===== config.mk =====
export PLATFORM = sky130hd
export DESIGN_NAME = spfe_ram
export DESIGN_NICKNAME = d
export VERILOG_FILES = /design/src/hw/rtl/spfe_ram.sv
export SDC_FILE = /design/constraint.sdc
export NUM_CORES = 1
export LEC_CHECK = 0
export BUFFER_PORTS_ARGS = -buffer_cell sky130_fd_sc_hd__buf_2
export CORE_ASPECT_RATIO = 1.2
export CORE_MARGIN = 4
export CORE_UTILIZATION = 60
export CTS_CLUSTER_SIZE = 16
export DETAILED_ROUTE_END_ITERATION = 7
export GPL_TIMING_DRIVEN = 0
export PLACE_DENSITY = 0.84
export RECOVER_POWER = 25
export SETUP_SLACK_MARGIN = 0.05
export SLEW_MARGIN = 20
export SYNTH_ARGS = -nofsm -noshare
export SYNTH_HDL_FRONTEND = slang
export SYNTH_SLANG_ARGS = --single-unit

===== constraint.sdc =====
create_clock -name clk_i -period 5.6 [get_ports clk_i]
set_clock_uncertainty 0.15 [all_clocks]
set_input_delay 0 -clock clk_i [delete_from_list [all_inputs] [get_ports clk_i]]
set_output_delay 0 -clock clk_i [all_outputs]
set_load 0.02 [all_outputs]

===== src/hw/rtl/spfe_ram.sv =====
// Generic simple dual-port RAM: one write port, one read port with
// registered read data. No dependencies.
module spfe_ram #(
  parameter int WIDTH = 8,
  parameter int DEPTH = 64
) (
  input  logic                     clk_i,
  input  logic                     we_i,
  input  logic [$clog2(DEPTH)-1:0] waddr_i,
  input  logic [WIDTH-1:0]         wdata_i,
  input  logic [$clog2(DEPTH)-1:0] raddr_i,
  output logic [WIDTH-1:0]         rdata_o
);

  logic [WIDTH-1:0] mem_q [DEPTH];
  logic [WIDTH-1:0] rdata_q;

  always_ff @(posedge clk_i) begin
    if (we_i) begin
      mem_q[waddr_i] <= wdata_i;
    end
    rdata_q <= mem_q[raddr_i];
  end

  assign rdata_o = rdata_q;

endmodule

==> key figures, run 1 <==
GRT
  • Initial antenna violation count: 1
  • GRT Overall Usage: 26.71%
  • Number of global-route vias before repair: 10460
  • GR Overflow Total: 0
  • First-pass GRT wire length: 70690 µm
  • Largest net degree at the start of global routing: 65

Clock tree
  • Number of setup buffers added after CTS: 0
  • Clock Tree Root: clkbuf_16
  • Cts bufs inserted: 46
  • Clk sink count: 520
  • Bufs on Longest Clock Path: 3
  • CTS tree: done
  • Post_cts resized: 0
  • H-tree depth: 2
  • Reg clk slew, reported paths: 0.07 ns
  • Clock latency on the worst-skew pair: 0.56 ns

Flow run
  • Max_cap viols: 8

Yosys
  • Syn Nets: 962
  • Seq/Total Area, Yosys: 77.03%
  • Main combinational cell family by area after synthesis: multiplexers
  • Post-synth EDFFs: 512
  • Commonest cells post-synth: edfxtp_1 (512), mux4_2 (126), nor2_1 (83)
  • Post-synthesis compound-gate area fraction: 2.072%
  • Multiplexer area fraction after synthesis: 15.94%
  • Xor and xnor area share after synthesis: 0%
  • Top FF cell, synth: edfxtp_1
  • Adder-Cell Fraction of Synth Area: 0%
  • Simple-gate share of the synthesized area: 3.388%
  • FF+latch count, synth: 520
  • Top-count cell post-synth: edfxtp_1
  • Cell count after synthesis: 940
  • Synth Cell Area: 0.02017 mm²
  • Synth area leader: edfxtp_1
  • Synth warnings: 0
  • Synth top area share: 76.24%
  • Synth cell types: 40
  • Post-Syn Area per Cell: 21.45 µm²
  • Async SR Flop Fraction: 0%
  • Main area contributors after synthesis: edfxtp_1 (76%), mux4_2 (14%), nor2_1 (1.5%)

Placed design
  • DP Worst Slack: 2.685 ns
  • Final HPWL DP: 28830 µm
  • Gpl congestion: 0.9096
  • Port bufs: 21

Timing
  • Peak Freq: 338.7 MHz
  • Endpoints failing setup: 0
  • Slew @ Worst Pin: 3.058 ns
  • Tcrit/Tclk final: 52.73%
  • Minimum clock period: 2.953 ns
  • Final WS setup: 2.647 ns
  • RSZ-0062 raised after global routing: no
  • Fin. max-slew vios: 520
  • Rel. slew slack: -103.8%
  • Setup TNS: 0 ns
  • Final Hold Fails: 0

Die
  • Die ar.: 0.03662 mm²
  • Core area: 0.03316 mm²
  • Row count: 73
  • Die W: 175.4 µm
  • Initial Util: 60.82%
  • I/O pin count: 30
  • DIE HEIGHT: 208.8 µm

Worst setup path
  • WP data arrival: 2.72 ns
  • Setup crit start kind: input port
  • CP Class: in -> reg
  • Crit path depth: 2
  • Critical R2R Launch: mem_q[21][6]
  • R2R cell count: 5
  • RR Endpoint: rdata_o[6]
  • Bufs and invs on worst path: 2
  • Worst path max stage delay: 2.14 ns
  • R2R Setup Slk: 3.25 ns
  • Cell family with most CP delay: buffers and inverters
  • CP Data Required Time: 5.36 ns
  • Crit end category: flip-flop
  • CP Launch Point: wdata_i[3]
  • Slowest stage cell, crit path: clkbuf_1
  • CP Max Fanout: 64
  • Crit path cell chain: dlygate4sd3_1 -> clkbuf_1
  • End of the critical path: mem_q[14][3]

Drt
  • Routed len/inst: 31.72 µm
  • Final WL: 47810 µm
  • Antenna Nets Post-Route: 0
  • DRC Markers: 0
  • Initial DRT Pass Iterations: 5
  • Total number of vias: 10260
  • Initial DRC count: 1607
  • Number of vias per cell: 6.810

Pwr
  • Leakage: 6.999 nW
  • Total power per unit cell area: 356.5 mW/mm²
  • Maximum vdd drop: 0.2167 mV

Layout
  • Proportion of layout cells with a drive suffix above 1: 24.43%
  • Nets: 1043
  • Layout area overhead: 11.68%
  • Final Core Density: 67.93%

Min path
  • Min-delay worst type: in -> reg
  • WHS Path Cells: 4

Status
  • Failing checks: capacitance limit, slew limit
  • Status: complete, but fails checks
-- cell usage in the layout (no fill, tap or decap), types with 3 or more instances in the layout --
| master | n |
|---|---|
| buf_1 | 4 |
| mux2_2 | 13 |
| o22ai_1 | 8 |
| dlygate4sd3_1 | 12 |
| mux2i_1 | 23 |
| bufinv_16 | 7 |
| o2bb2ai_1 | 3 |
| nand3_1 | 13 |
| buf_6 | 4 |
| a211oi_1 | 4 |
| nor2b_1 | 14 |
| clkbuf_16 | 47 |
| nand2_1 | 19 |
| o2111ai_1 | 3 |
| clkinv_2 | 9 |
| a221oi_1 | 6 |
| mux4_2 | 126 |
| buf_4 | 13 |
| clkinvlp_4 | 3 |
| a21oi_1 | 3 |
| nand3b_1 | 3 |
| nor3_1 | 5 |
| dfxtp_1 | 8 |
| clkbuf_1 | 29 |
| o221ai_1 | 8 |
| a22oi_1 | 3 |
| buf_2 | 24 |
| nand2b_1 | 7 |
| nor2_1 | 83 |
| clkinv_1 | 7 |
| edfxtp_1 | 512 |
-- per-layer routing --
metal,global-route usage (%),up-vias,share of wire [%]
li1,-,4088,-
met1,36.70,5281,35
met2,43.03,768,49
met3,5.518,124,11
met5,0,-,0.017
met4,10.49,2,4.3
-- where the power goes --
group / switching [mW] / leakage (nW) / total (mW) / internal (mW)
Clock: 1.38 / 0.763 / 3.27 / 1.89
Sequential: 0.00876 / 4.67 / 4.32 / 4.31
Combinational: 0.281 / 1.56 / 0.437 / 0.156
Total: 1.67 / 7.00 / 8.03 / 6.36
-- how the worst min path moves through the flow --
stage	start	to	slack, ns
6_report	raddr_i[4]	rdata_o[3]	0.06
3_5_place_dp	rdata_o[3]	rdata_o[3]	0.27
3_3_place_gp	rdata_o[1]	rdata_o[1]	0.27
4_1_cts	raddr_i[4]	rdata_o[3]	0.03
2_1_floorplan	wdata_i[0]	mem_q[0][0]	-0.05
5_1_grt	raddr_i[4]	rdata_o[5]	0.04
-- cells by family after synthesis --
family / count (synthesis)
buf+inv: 51
simple gates: 153
flops: 520
mux: 162
compound gates: 54
-- state kept, by name, summed over array words and instances, names as in the netlist --
name     count
mem_q      512
rdata_o      8
-- repair_timing --
| action | 4_1_cts | 5_1_grt |
|---|---|---|
| hold buffers | 4 | 8 |
| endpoints found under the setup margin | 0 | 0 |
| endpoints found under the hold margin | 24 | 512 |
-- layout make-up --
class | instances | area (µm²)
antenna | 1 | 2.502
buffer | 51 | 316.6
clock buffer | 53 | 1219
clock inverter | 30 | 346.6
fill | 1946 | 10630
multi-input combinational | 369 | 4325
sequential | 520 | 15530
tap | 450 | 563.0
timing repair buffer | 33 | 215.2
-- per-stage QoR --
stage	total power, mW	hold slack [ns]	cells	cell area (µm²)
6_report	8.029	0.05925	1507	22520
5_1_grt	8.248	0.04475	1506	22520
4_1_cts	8.030	0.02984	1498	22450
3_5_place_dp	4.821	0.2660	1411	20850
3_3_place_gp	4.805	0.2662	1411	20840
2_1_floorplan	4.636	-0.05113	940	20170
Note: power is estimated with default switching activity, not from simulation.
==> run 2: changes to the inputs <==
--- a/config.mk
+++ b/config.mk
@@ -8,11 +8,11 @@
 export BUFFER_PORTS_ARGS = -buffer_cell sky130_fd_sc_hd__buf_2
 export CORE_ASPECT_RATIO = 1.2
 export CORE_MARGIN = 4
-export CORE_UTILIZATION = 60
+export CORE_UTILIZATION = 56
 export CTS_CLUSTER_SIZE = 16
 export DETAILED_ROUTE_END_ITERATION = 7
 export GPL_TIMING_DRIVEN = 0
-export PLACE_DENSITY = 0.84
+export PLACE_DENSITY = 0.83
 export RECOVER_POWER = 25
 export SETUP_SLACK_MARGIN = 0.05
 export SLEW_MARGIN = 20
==> constraint.sdc (replaced) <==
create_clock -name clk_i -period 2.55 [get_ports clk_i]
set_clock_uncertainty 0.15 [all_clocks]
set_input_delay 0 -clock clk_i [delete_from_list [all_inputs] [get_ports clk_i]]
set_output_delay 0 -clock clk_i [all_outputs]
set_load 0.02 [all_outputs]
==> key figures, run 2 (synthesized netlist as in run 1, its figures left out) <==
Status
  • Status: finished, final reports clean

Timing
  • Rel. slew slack: 9.624% (+110 points)
  • Final WS setup: 0.08061 ns (-2.566 ns)
  • Slew @ Worst Pin: 1.356 ns (-1.702 ns)
  • RSZ-0062 raised after global routing: no
  • Tcrit/Tclk final: 96.84%
  • Peak Freq: 405.0 MHz
  • Minimum clock period: 2.469 ns
  • Hold WS: 0.08108 ns (+0.02182 ns)
  • Endpoints failing setup: 0 (unchanged)
  • Final Hold Fails: 0 (unchanged)
  • Fin. max-slew vios: 0 (-100%)

GRT
  • GRT Overall Usage: 24.35% (-2.4 points)
  • Number of global-route vias before repair: 10380 (-0.79%)
  • First-pass GRT wire length: 69920 µm (-1.1%)
  • Largest net degree at the start of global routing: 65 (unchanged)
  • Initial antenna violation count: 2 (+1)
  • GR Overflow Total: 0 (unchanged)

Drt
  • Total number of vias: 10350 (+0.85%)
  • Routed len/inst: 31.06 µm (-2.1%)
  • Antenna Nets Post-Route: 0 (unchanged)
  • Initial DRT Pass Iterations: 6 (+1)
  • Number of vias per cell: 6.800 (-0.15%)
  • Initial DRC count: 1809 (+13%)
  • Final WL: 47270 µm (-1.1%)
  • DRC Markers: 0 (unchanged)

Layout
  • Largest register FFs: 512 (unchanged)
  • Nets: 1044 (+0.096%)
  • Layout area overhead: 10.93%
  • Multi-input logic area: 0.004328 mm² (about the same)
  • Final Core Density: 63.40% (-4.5 points)
  • Reg with most FFs: mem_q
  • Commonest cells after routing, fill and taps aside: edfxtp_1 (512), mux4_2 (126), nor2_1 (82), clkbuf_16 (47), clkbuf_1 (28)
  • Sequential cell area: 0.01553 mm² (unchanged)
  • Proportion of layout cells with a drive suffix above 1: 24.20% (-0.24 points)
  • Commonest non-fill, non-tap cell in the layout: edfxtp_1
  • Fill cell count: 2272 (+17%)

Worst setup path
  • Slowest stage cell, crit path: clkdlybuf4s15_1
  • Crit end category: flip-flop
  • Crit path cell chain: buf_4 -> buf_2 -> clkdlybuf4s15_1 -> nand2_1 -> a211oi_1 -> nor4_1 -> nor3_1 -> o32ai_1
  • WP data arrival: 2.74 ns (+0.02 ns)
  • CP Launch Point: raddr_i[1]
  • Worst path max stage delay: 0.79 ns (-1.35 ns)
  • Setup crit start kind: input port
  • CP Max Fanout: 10 (-84%)
  • Critical R2R Launch: mem_q[20][6]
  • CP Class: in -> reg
  • CP Data Required Time: 2.82 ns (-2.54 ns)

Die
  • Initial Util: 57.16% (-3.7 points)
  • DIE HEIGHT: 215.9 µm (+3.4%)
  • Die W: 181.2 µm (+3.4%)
  • I/O pin count: 30 (unchanged)
  • Core area: 0.03528 mm² (+6.4%)
  • Row count: 75 (+2.7%)
  • Die ar.: 0.03913 mm² (+6.8%)

Placed design
  • Gpl congestion: 0.9195 (+1.1%)
  • DP Worst Slack: -0.3796 ns (-3.064 ns)
  • Port bufs: 21 (unchanged)
  • Final HPWL DP: 29420 µm (+2.1%)

Clock tree
  • Bufs on Longest Clock Path: 3 (unchanged)
  • Number of setup buffers added after CTS: 0 (unchanged)
  • H-tree depth: 2 (unchanged)
  • CTS tree: done
  • Cts bufs inserted: 47 (+2.2%)
  • Reg clk slew, reported paths: 0.07 ns (about the same)
  • Clock latency on the worst-skew pair: 0.57 ns (about the same)
  • Clk sink count: 520 (unchanged)
  • Clock Tree Root: clkbuf_16

Min path
  • Min-delay worst type: in -> reg
  • HP Start: waddr_i[2]

Pwr
  • Maximum vdd drop: 0.4923 mV (+130%)
  • Pwr Total: 16.91 mW (+110%)
  • Leakage: 6.939 nW (-0.86%)
  • Total power per unit cell area: 755.9 mW/mm² (+110%)

Flow run
  • Max_cap viols: 0 (-8)
==> run 2: cell types whose count changed in the layout (fill, tap and decap cells not counted), sizes merged <==
cell	delta
inv	+2
clkbuf	+4
bufinv	-6
clkinv	+3
clkinvlp	-2
diode	+1
clkdlybuf4s15	+1
==> run 2: path summary, 6_finish.rpt <==
kind / depth (start not counted) / endpoint / slack [ns]
setup / recovery: 8 / rdata_o[6] / 0.08
hold / removal: 2 / mem_q[48][6] / 0.08
setup reg to reg: 5 / rdata_o[6] / 0.21
hold reg to reg: 5 / rdata_o[6] / 0.76
==> run 2: final cells by class <==
cell class | instances | share of cell area, %
timing repair buffer | 33 | 1.018
clock inverter | 27 | 0.7047
multi-input combinational | 369 | 19.35
clock buffer | 58 | 5.442
antenna | 2 | 0.02237
tap | 462 | 2.584
buffer | 51 | 1.443
sequential | 520 | 69.44
==> run 2: timing repair <==
action / 4_1_cts / 5_1_grt
hold buffers: 4 / 8
endpoints found under the hold margin: 24 / 512
endpoints found under the setup margin: 0 / 4
gates resized for setup: 0 / 2
==> run 2: through the flow <==
| stage | instance area (µm²) | TNS, ns | instances |
|---|---|---|---|
| after floorplan | 20170 | 0 | 940 |
| after global placement | 20850 | -0.9869 | 1423 |
| after detailed placement | 20860 | -1.457 | 1423 |
| after CTS | 22280 | 0 | 1512 |
| after global routing | 22370 | 0 | 1520 |
| final | 22370 | 0 | 1522 |
==> run 2: where the power goes <==
part / switching, mW / internal (mW) / leakage (nW)
clock network: 2.97 / 3.50 / 0.676
registers: 0.0181 / 9.47 / 4.67
logic: 0.621 / 0.345 / 1.59
total: 3.60 / 13.3 / 6.94
==> run 2: critical path, delay by kind of cell <==
family,cells,cell delay (ns)
AOI/OAI and AO/OA,2,0.51
buffers and inverters,3,1.40
and+or+nand+nor,3,0.82
==> run 2: layer usage <==
layer / share of wire (%) / global-route usage [%]
met1: 35 / 33.27
met5: 0.023 / 0
met2: 48 / 38.64
met3: 11 / 5.490
met4: 5.1 / 10.24
==> run 3: changes to the inputs <==
--- a/config.mk
+++ b/config.mk
@@ -12,7 +12,7 @@
 export CTS_CLUSTER_SIZE = 16
 export DETAILED_ROUTE_END_ITERATION = 7
 export GPL_TIMING_DRIVEN = 0
-export PLACE_DENSITY = 0.83
+export PLACE_DENSITY = 0.84
 export RECOVER_POWER = 25
 export SETUP_SLACK_MARGIN = 0.05
 export SLEW_MARGIN = 20
==> key figures, run 3 (synthesized netlist as in run 1, its figures left out) <==
GRT
  • GRT Overall Usage: 25.10% (+0.75 points)
  • First-pass GRT wire length: 71330 µm (+2.0%)
  • Largest net degree at the start of global routing: 65 (unchanged)
  • Number of global-route vias before repair: 10590 (+2.0%)
  • Initial antenna violation count: 1 (-1)
  • GR Overflow Total: 0 (unchanged)

Drt
  • Antenna Nets Post-Route: 0 (unchanged)
  • Total number of vias: 10300 (-0.51%)
  • DRC Markers: 0 (unchanged)
  • Initial DRT Pass Iterations: 6 (unchanged)
  • Final WL: 49010 µm (+3.7%)
  • Number of vias per cell: 6.765 (-0.51%)
  • Routed len/inst: 32.20 µm (+3.7%)
  • Initial DRC count: 1806 (-0.17%)

Layout
  • Reg with most FFs: mem_q
  • Layout area overhead: 12.07%
  • Nets: 1046 (+0.19%)
  • Largest register FFs: 512 (unchanged)
  • Commonest non-fill, non-tap cell in the layout: edfxtp_1
  • Fill cell count: 2231 (-1.8%)
  • Proportion of layout cells with a drive suffix above 1: 25.59% (+1.4 points)
  • Design Area, Final: 0.02260 mm² (+1.0%)
  • Commonest cells after routing, fill and taps aside: edfxtp_1 (512), mux4_2 (126), nor2_1 (77), clkbuf_16 (48), buf_2 (24)

Status
  • Status: complete, but fails checks
  • Failing checks: setup timing

Worst setup path
  • CP Class: in -> reg
  • Crit path cell chain: dlygate4sd3_1 -> clkbuf_1 -> nand4_1 -> nor2_1
  • CP Data Required Time: 2.58 ns (-0.24 ns)
  • CP Max Fanout: 10 (unchanged)
  • Slowest stage cell, crit path: nor2_1
  • Cell family with most CP delay: simple AND/OR/NAND/NOR gates
  • Worst path max stage delay: 0.98 ns (+0.19 ns)
  • Setup crit start kind: input port
  • Bufs and invs on worst path: 2 (-1)
  • WP data arrival: 2.71 ns (-0.03 ns)
  • Crit end category: flip-flop

Pwr
  • Leakage: 7.032 nW (+1.3%)
  • Total power per unit cell area: 781.6 mW/mm² (+3.4%)
  • Maximum vdd drop: 0.6362 mV (+29%)
  • Pwr Total: 17.67 mW (+4.5%)

Die
  • Initial Util: 57.16% (unchanged)
  • Die W: 181.2 µm (unchanged)
  • Core area: 0.03528 mm² (unchanged)
  • Row count: 75 (unchanged)
  • DIE HEIGHT: 215.9 µm (unchanged)
  • I/O pin count: 30 (unchanged)
  • Die ar.: 0.03913 mm² (unchanged)

Timing
  • Slew @ Worst Pin: 1.411 ns (+0.05584 ns)
  • RSZ-0062 raised after global routing: yes
  • Fin. max-slew vios: 0 (unchanged)
  • Final WS setup: -0.1322 ns (-0.2128 ns)
  • Final Hold Fails: 0 (unchanged)
  • Endpoints failing setup: 54 (+54)
  • Peak Freq: 372.8 MHz (-7.9%)
  • Minimum clock period: 2.682 ns (+0.2128 ns)
  • Hold WS: 0.03617 ns (-0.04490 ns)
  • Tcrit/Tclk final: 105.2% (+8.3 points)
  • Rel. slew slack: 5.901% (-3.7 points)

Clock tree
  • H-tree depth: 2 (unchanged)
  • Reg clk slew, reported paths: 0.06 ns (about the same)
  • Number of setup buffers added after CTS: 0 (unchanged)
  • Bufs on Longest Clock Path: 3 (unchanged)
  • Clock latency on the worst-skew pair: 0.58 ns (about the same)
  • CTS tree: done
  • Clk sink count: 520 (unchanged)
  • Clock Tree Root: clkbuf_16
  • Cts bufs inserted: 47 (unchanged)

Placed design
  • Port bufs: 21 (unchanged)
  • Final HPWL DP: 30220 µm (+2.7%)
  • Gpl congestion: 0.9166 (-0.32%)
  • Placed instance area: 0.02086 mm² (unchanged)

Min path
  • Min-delay worst type: in -> reg

Flow run
  • Max_cap viols: 0 (unchanged)
[run 3: cell count changes in the layout (fill, tap and decap cells not counted), moves of 2 or more]
cell | previous run | this run
nor2_2 | 1 | 6
nor2_1 | 82 | 77
inv_6 | 3 | 1
a2111oi_0 | 2 | 0
clkbuf_1 | 28 | 21
dlygate4sd3_1 | 12 | 14
bufinv_16 | 1 | 7
clkinvlp_4 | 1 | 3
clkinv_1 | 13 | 11
[run 3: where the power goes]
| part | leakage (nW) | internal, mW | switching, mW |
|---|---|---|---|
| Clock | 0.762 | 4.15 | 3.05 |
| Sequential | 4.67 | 9.46 | 0.0197 |
| Combinational | 1.60 | 0.349 | 0.627 |
| Total | 7.03 | 14.0 | 3.70 |
[run 3: routing by layer]
metal | vias up | part of all wire, % | track usage (%)
li1 | 4086 | - | -
met1 | 5218 | 33 | 32.05
met2 | 801 | 50 | 41.13
met3 | 192 | 11 | 5.591
met4 | 0 | 6.0 | 12.61
met5 | - | 0 | 0
[run 3: per-stage QoR]
| stage | TNS [ns] | setup WS [ns] | utilization, % | cells |
|---|---|---|---|---|
| 3_5_place_dp | -1.220 | -0.3086 | 59.12 | 1423 |
| 5_1_grt | -5.283 | -0.1051 | 64.05 | 1521 |
| 6_report | -3.121 | -0.1322 | 64.06 | 1522 |
| 4_1_cts | 0 | 0.09318 | 63.73 | 1513 |
| 2_1_floorplan | 0 | 0.7078 | - | 940 |
| 3_3_place_gp | -0.8557 | -0.2892 | 59.09 | 1423 |
[run 3: layout make-up]
| type | instances | area, µm² | area share (%) |
|---|---|---|---|
| Antenna cell | 1 | 2.502 | 0.01107 |
| Tap cell | 462 | 578.1 | 2.558 |
| Clock buffer | 52 | 1216 | 5.381 |
| Timing Repair Buffer | 35 | 250.2 | 1.107 |
| Multi-Input combinational cell | 369 | 4353 | 19.26 |
| Buffer | 51 | 316.6 | 1.401 |
| Clock inverter | 32 | 350.3 | 1.550 |
| Sequential cell | 520 | 15530 | 68.73 |
[run 3: worst reg2reg max path: stages, from the launching register on]
cell and delay [ns]:
edfxtp_1 0.43, mux4_2 0.50, mux2_2 0.29, o221a_2 0.30, nor3_1 0.39, o32ai_1 0.18
[run 3: final timing paths]
check	to	cells after the start	from	slack (ns)
setup / recovery	mem_q[63][6]	4	waddr_i[1]	-0.13
hold / removal	rdata_o[5]	4	raddr_i[4]	0.04
setup reg to reg	rdata_o[4]	5	mem_q[16][4]	0.17
hold reg to reg	rdata_o[4]	3	mem_q[30][4]	0.82
[run 3: what timing repair did]
item,4_1_cts,5_1_grt
cloned,0,0
resized for setup,1,9
pin swaps,0,0
endpoints found under the setup margin,1,139
endpoints found under the hold margin,24,512
hold buffers,6,8
